[config.mk]
export PLATFORM = sky130hd
export DESIGN_NAME = lbp_cell
export DESIGN_NICKNAME = d
export VERILOG_FILES = /design/src/rtl/core/lbp_pkg.sv /design/src/rtl/core/lbp_cell.sv
export SDC_FILE = /design/constraint.sdc
export NUM_CORES = 1
export LEC_CHECK = 0
export BUFFER_PORTS_ARGS = -buffer_cell sky130_fd_sc_hd__buf_4
export CORE_AREA = 4 4 214 216
export DETAILED_ROUTE_END_ITERATION = 10
export DIE_AREA = 0 0 218 220
export PLACE_DENSITY_LB_ADDON = 0.05
export SYNTH_ARGS = -nofsm -noshare
export SYNTH_HDL_FRONTEND = slang
export SYNTH_SLANG_ARGS = --single-unit
[constraint.sdc]
create_clock -name clk -period 2.91 [get_ports clk]
set_input_delay 0.1455 -clock clk [delete_from_list [all_inputs] [get_ports clk]]
set_output_delay 0.1455 -clock clk [all_outputs]
set_load 0.02 [all_outputs]
[src/rtl/core/lbp_pkg.sv]
// Package with constants, types and the arctangent table for the lidar point converter.
package lbp_pkg;

  localparam int MaxBeamsDef   = 128;
  localparam int TrigStagesDef = 16;
  localparam int CfgIdxW       = 3;
  localparam int CfgDataW      = 24;

  localparam logic [CfgIdxW-1:0] RegRangeMin = 3'd0;
  localparam logic [CfgIdxW-1:0] RegRangeMax = 3'd1;
  localparam logic [CfgIdxW-1:0] RegElevMin  = 3'd2;
  localparam logic [CfgIdxW-1:0] RegElevStep = 3'd3;
  localparam logic [CfgIdxW-1:0] RegBeamCnt  = 3'd4;
  localparam logic [CfgIdxW-1:0] RegLegacy   = 3'd5;

  localparam logic signed [35:0] CordicGain = 36'sd652032874;

  typedef logic signed [35:0] cval_t;

  // Payload that travels along the chain beside the two rotators.
  typedef struct packed {
    logic        vld;
    logic [23:0] range;
    logic [15:0] inten;
    logic [6:0]  ring;
    logic [15:0] rot;
    logic        legacy;
  } side_t;

  // One CORDIC rotator state.
  typedef struct packed {
    cval_t       x;
    cval_t       y;
    logic signed [33:0] z;
    logic [1:0]  q;
  } rot_t;

  function automatic logic [31:0] atan_val(input int i);
    logic [31:0] t;
    begin
      case (i)
        0: t = 32'h20000000;  1: t = 32'h12E4051E;  2: t = 32'h09FB385B;
        3: t = 32'h051111D4;  4: t = 32'h028B0D43;  5: t = 32'h0145D7E1;
        6: t = 32'h00A2F61E;  7: t = 32'h00517C55;  8: t = 32'h0028BE53;
        9: t = 32'h00145F2F;  10: t = 32'h000A2F98; 11: t = 32'h000517CC;
        12: t = 32'h00028BE6; 13: t = 32'h000145F3; 14: t = 32'h0000A2FA;
        15: t = 32'h0000517D; 16: t = 32'h000028BE; 17: t = 32'h0000145F;
        18: t = 32'h00000A30; 19: t = 32'h00000518; 20: t = 32'h0000028C;
        21: t = 32'h00000146; 22: t = 32'h000000A3; 23: t = 32'h00000051;
        default: t = 32'h0;
      endcase
      return t;
    end
  endfunction

  // Splits a 32 bit phase into quadrant and signed residual, seeds the rotator.
  function automatic rot_t rot_seed(input logic [31:0] phase);
    rot_t o;
    logic [1:0] q;
    logic [31:0] d;
    begin
      q = 2'((phase + 32'h20000000) >> 30);
      d = phase - {q, 30'd0};
      o.x = CordicGain;
      o.y = '0;
      o.z = 34'(signed'(d));
      o.q = q;
      return o;
    end
  endfunction

  function automatic logic signed [24:0] sat25(input logic signed [47:0] v);
    begin
      if (v > 48'sd16777215) return 25'sd16777215;
      if (v < -48'sd16777216) return -25'sd16777216;
      return v[24:0];
    end
  endfunction

endpackage

[src/rtl/core/lbp_cell.sv]
// One CORDIC cell: rotates both angle vectors by one table step and passes the beam along.
module lbp_cell import lbp_pkg::*; #(
  parameter int Step = 0
) (
  input  logic  clk,
  input  logic  rst_n,
  input  side_t side_i,
  input  rot_t  ev_i,
  input  rot_t  rv_i,
  output side_t side_o,
  output rot_t  ev_o,
  output rot_t  rv_o
);

  side_t side_r;
  rot_t  ev_r, rv_r;
  rot_t  ev_nxt, rv_nxt;

  function automatic rot_t rot_step(input rot_t a);
    rot_t o;
    cval_t xs, ys;
    logic signed [33:0] at;
    begin
      xs = a.x >>> Step;
      ys = a.y >>> Step;
      at = 34'(atan_val(Step));
      o = a;
      if (!a.z[33]) begin
        o.x = a.x - ys; o.y = a.y + xs; o.z = a.z - at;
      end else begin
        o.x = a.x + ys; o.y = a.y - xs; o.z = a.z + at;
      end
      return o;
    end
  endfunction

  always_comb begin
    ev_nxt = rot_step(ev_i);
    rv_nxt = rot_step(rv_i);
  end

  always_ff @(posedge clk) begin
    if (!rst_n) begin
      side_r.vld <= 1'b0;
    end else begin
      side_r.vld <= side_i.vld;
    end
    side_r.range  <= side_i.range;
    side_r.inten  <= side_i.inten;
    side_r.ring   <= side_i.ring;
    side_r.rot    <= side_i.rot;
    side_r.legacy <= side_i.legacy;
    ev_r <= ev_nxt;
    rv_r <= rv_nxt;
  end

  assign side_o = side_r;
  assign ev_o   = ev_r;
  assign rv_o   = rv_r;

endmodule

# After elaboration in Yosys (flattened, before gate mapping)
# Index checks and enable logic that the tools add are counted.
[totals]
output_inout_bits = 281
ff_bits = 281
[op_classes]
n_mux = 2
add_sub_neg = 10
[ops]
columns = ["op", "n"]
rows = [
  ["106-bit 2-to-1 mux", 2],
  ["36-bit subtractor", 4],
  ["36-bit adder", 2],
  ["34-bit by 31-bit adder with 34-bit output, second input constant", 2],
  ["34-bit by 31-bit subtractor with 34-bit output, second input constant", 2],
]

# Logic depth before layout (Yosys ltp)
[depth]
depth_word = 2
ltp_mapped = 13
mapped_depth_nobuf = 12

# Worst setup path after synthesis
# OpenSTA, ideal clock, no wires.
[synth_timing]
path_kind = "input -> register"
start = "in rv_i[36] (netlist name)"
end = "reg rv_r (netlist bit rv_o[70])"
required_ns = 2.789
slack_ns = 0.327
setup_ns = 0.121
cell_stages = 11
arrival_time_ns = 2.462
path_cell_list = "ha_1 -> fa_1 -> nand2b_4 -> a221oi_4 -> nor4b_4 -> o41ai_4 -> nor3b_2 -> or3_1 -> a31o_1 -> a21bo_1 -> xnor2_1"
[synth_rtl]
columns = ["item", "line", "source"]
rows = [
  ["start: declaration", "lbp_cell.sv:9", "input rot_t rv_i,"],
  ["end signal: assignment", "lbp_cell.sv:54", "rv_r <= rv_nxt;"],
  ["end: declaration", "lbp_cell.sv:16", "rot_t ev_r, rv_r;"],
]

==> results.cfg <==
[pwr]
ir_drop_v = 0.000534
p_switching_mw = 5.60
p_sw_frac = 0.370
power_density_nw_per_um2 = 538
p_leak_nw = 13.6
sequentialPowerShare = 0.311
power.share.clock = 0.287
p_comb_frac = 0.402
power.internal_mw = 9.53
total_power_mw = 15.1

[synth]
synth_top_area_frac = 0.300
synth.area.top_cells = dfxtp_1 (30%), ha_1 (15%), a21oi_1 (7.5%), xnor2_1 (6.0%), inv_1 (4.4%)
ys_types = 97
ys_seq_area_frac = 0.300
synth_fp_nets = 2758
yosysTopAreaCell = dfxtp_1
synthTopCellsByCount = a21oi_1 (279), dfxtp_1 (279), inv_1 (217), ha_1 (216), nor2_1 (162)
ys_ff_latch = 279
synth_ff_type = dfxtp_1
synth_area_um2 = 18600
synthArstFlopShare = 0
syn_inst = 2251
yosys_warnings = 0
synth_edf_count = 0
syn_avg_cell_area_um2 = 8.27

[clock_network]
cts_num_sinks = 279
cts_buffers = 34
tritoncts = built
clkTransAtPathRegs_ns = 0.05
cts-root-buf = clkbuf_16
clockBufferDepth = 3
htreeDepth = 2

[global_route]
globalRouteTotalUtil = 0.364
antenna_found_initial = 15
grt_first_pass_wirelength_um = 133000
grt_pass1_vias = 21323
grt_overflow_total = 0
grt_max_degree = 65

[sta]
setup_violations = 0
period_share = 0.979
hold_violations = 0
fmax_mhz = 351
fin_crit_ns = 2.85
rsz0062_at_grt = false
slew_headroom = 0.454
report.final.slew_viol_count = 0
finalSetupTns_ns = 0
worst_pin_slew_ns = 0.820

[final_layout]
syn_to_final_growth_pct = 50.8
post-route-util = 0.639
layout.nets = 3706
drive_gt1_frac = 0.304

[detailed_routing]
ant_nets = 0
wl_per_cell_um = 24.1
dr_total_vias = 21149
finalWirelength_um = 92100
avgViaCountPerCell = 5.53
dr.pass1.iters = 6
drc = 0
drtIter0Drc = 1847

[worst_hold_path]
min_from = rv_i[107]
hold_path.class = input pin to flop
hold_depth = 3
min_to = rv_o[107]$_DFF_P_

[worst_setup_path]
slowest_stage = dlygate4sd3_1
critPathRequiredTime_ns = 3.35
end_kind = flop
critPathMaxFanout = 3
arrival_ns = 3.29
cp_cell_sequence = dlygate4sd3_1, buf_4, inv_1, ha_1, nor2b_2, o211a_1, o31a_1, o21ai_1, a21oi_1, a221o_1, a2111oi_2, a311o_1, xnor2_1
startpoint_type = input pin
worstSetupPathType = input pin to flop
slowest_delay_ns = 0.54

[status]
status = finished, final reports clean

[job]
cap_violations = 0

[placement]
numPortBuffers = 563
place_hpwl_um = 74200
place_congestion = 0.983

[floorplan]
start_util = 0.424
dieArea_um2 = 48000
std_cell_rows = 77
ios = 564
fp.coreArea_um2 = 43900
die_h_um = 220
die_w_um = 218
## worst max-delay path, delay by kind of cell
kind                     cells  cell delay, ns
adder cells (fa/ha/maj)      1            0.32
XOR/XNOR                     1            0.07
AO/OA/AOI/OAI                7            1.84
buffers and inverters        3            0.73
AND/OR/NAND/NOR              1            0.17
## stage by stage
stage,worst slack (ns),hold slack [ns],instances,area [um2]
finish,0.0613,0.0219,3827,28100
global route,0.00274,0.0153,3822,28100
CTS,0.0162,0.00700,3815,28000
detailed placement,-0.271,0.251,3608,25400
global placement,-0.260,0.250,3608,25400
floorplan,0.327,0.173,2251,18600
## cell families (layout without fill, tap and decap cells)
logic type	Yosys count	after routing	synth area share
buffers and inverters	325	1298	0.0688
adder cells (fa/ha/maj)	224	224	0.154
XOR/XNOR	141	141	0.0663
flip-flops	279	279	0.300
other	0	11	0
AND/OR/NAND/NOR	486	486	0.129
multiplexers	27	27	0.0146
AO/OA/AOI/OAI	769	769	0.268
## how the worst max path moves through the flow
stage | startpoint | slack [ns] | endpoint | cells after the start
2_1_floorplan | rv_i[36] | 0.33 | rv_o[70]$_DFF_P_ | 11
3_3_place_gp | ev_i[36] | -0.26 | ev_o[60]$_DFF_P_ | 13
3_5_place_dp | ev_i[36] | -0.27 | ev_o[96]$_DFF_P_ | 13
4_1_cts | rv_i[37] | 0.02 | rv_o[99]$_DFF_P_ | 15
5_1_grt | rv_i[37] | 0.003 | rv_o[104]$_DFF_P_ | 13
6_report | rv_i[37] | 0.06 | rv_o[71]$_DFF_P_ | 13
## flip-flops by register name (all words and copies together) (netlist names)
name	cells
ev_o	107
rv_o	107
side_o	65
## area by class of cell
| class | instances | area [um2] |
|---|---|---|
| Sequential cell | 279 | 5590 |
| Multi-Input combinational cell | 1647 | 11800 |
| Clock inverter | 13 | 148 |
| Antenna cell | 11 | 27.5 |
| Timing Repair Buffer | 1010 | 7940 |
| Clock buffer | 48 | 973 |
| Tap cell | 592 | 741 |
| Inverter | 227 | 852 |
| Fill cell | 3773 | 15800 |
## per-layer routing
layer / global-route usage / vias to the layer above / share of wire
li1: - / 9799 / -
met4: 0.197 / 10 / 0.061
met1: 0.423 / 10025 / 0.37
met2: 0.602 / 1073 / 0.47
met3: 0.110 / 242 / 0.097
met5: 0 / - / 0.00068
## cell usage in the layout (no fill, tap or decap), types with 18 or more instances in the layout
master / instances
o21ai_1: 21
mux2i_1: 26
nor2b_1: 21
dfxtp_1: 279
a21o_1: 39
o21a_1: 18
clkbuf_16: 34
a21oi_1: 277
a211oi_1: 18
buf_4: 866
o21ai_0: 136
dlygate4sd3_1: 144
nand2_1: 97
o31ai_1: 30
ha_1: 215
nor2_1: 162
nand4_1: 22
inv_1: 217
o21bai_1: 58
xnor2_1: 127
nand3_1: 27
nor3_1: 40
## power by group through the flow
stage	Sequential, mW	Clock [mW]	Combinational, mW
finish	4.70	4.34	6.08
global route	4.74	4.54	6.44
CTS	4.69	4.35	5.96
detailed placement	4.76	0	5.75
global placement	4.75	0	5.74
floorplan	5.41	0	2.25
## timing repair
item,4_1_cts,5_1_grt
hold endpoints to repair,144,0
gates resized for setup,0,17
buffers inserted,0,3
setup endpoints to repair,0,24
hold buffers,146,0
Note: power is estimated with default switching activity, not from simulation.
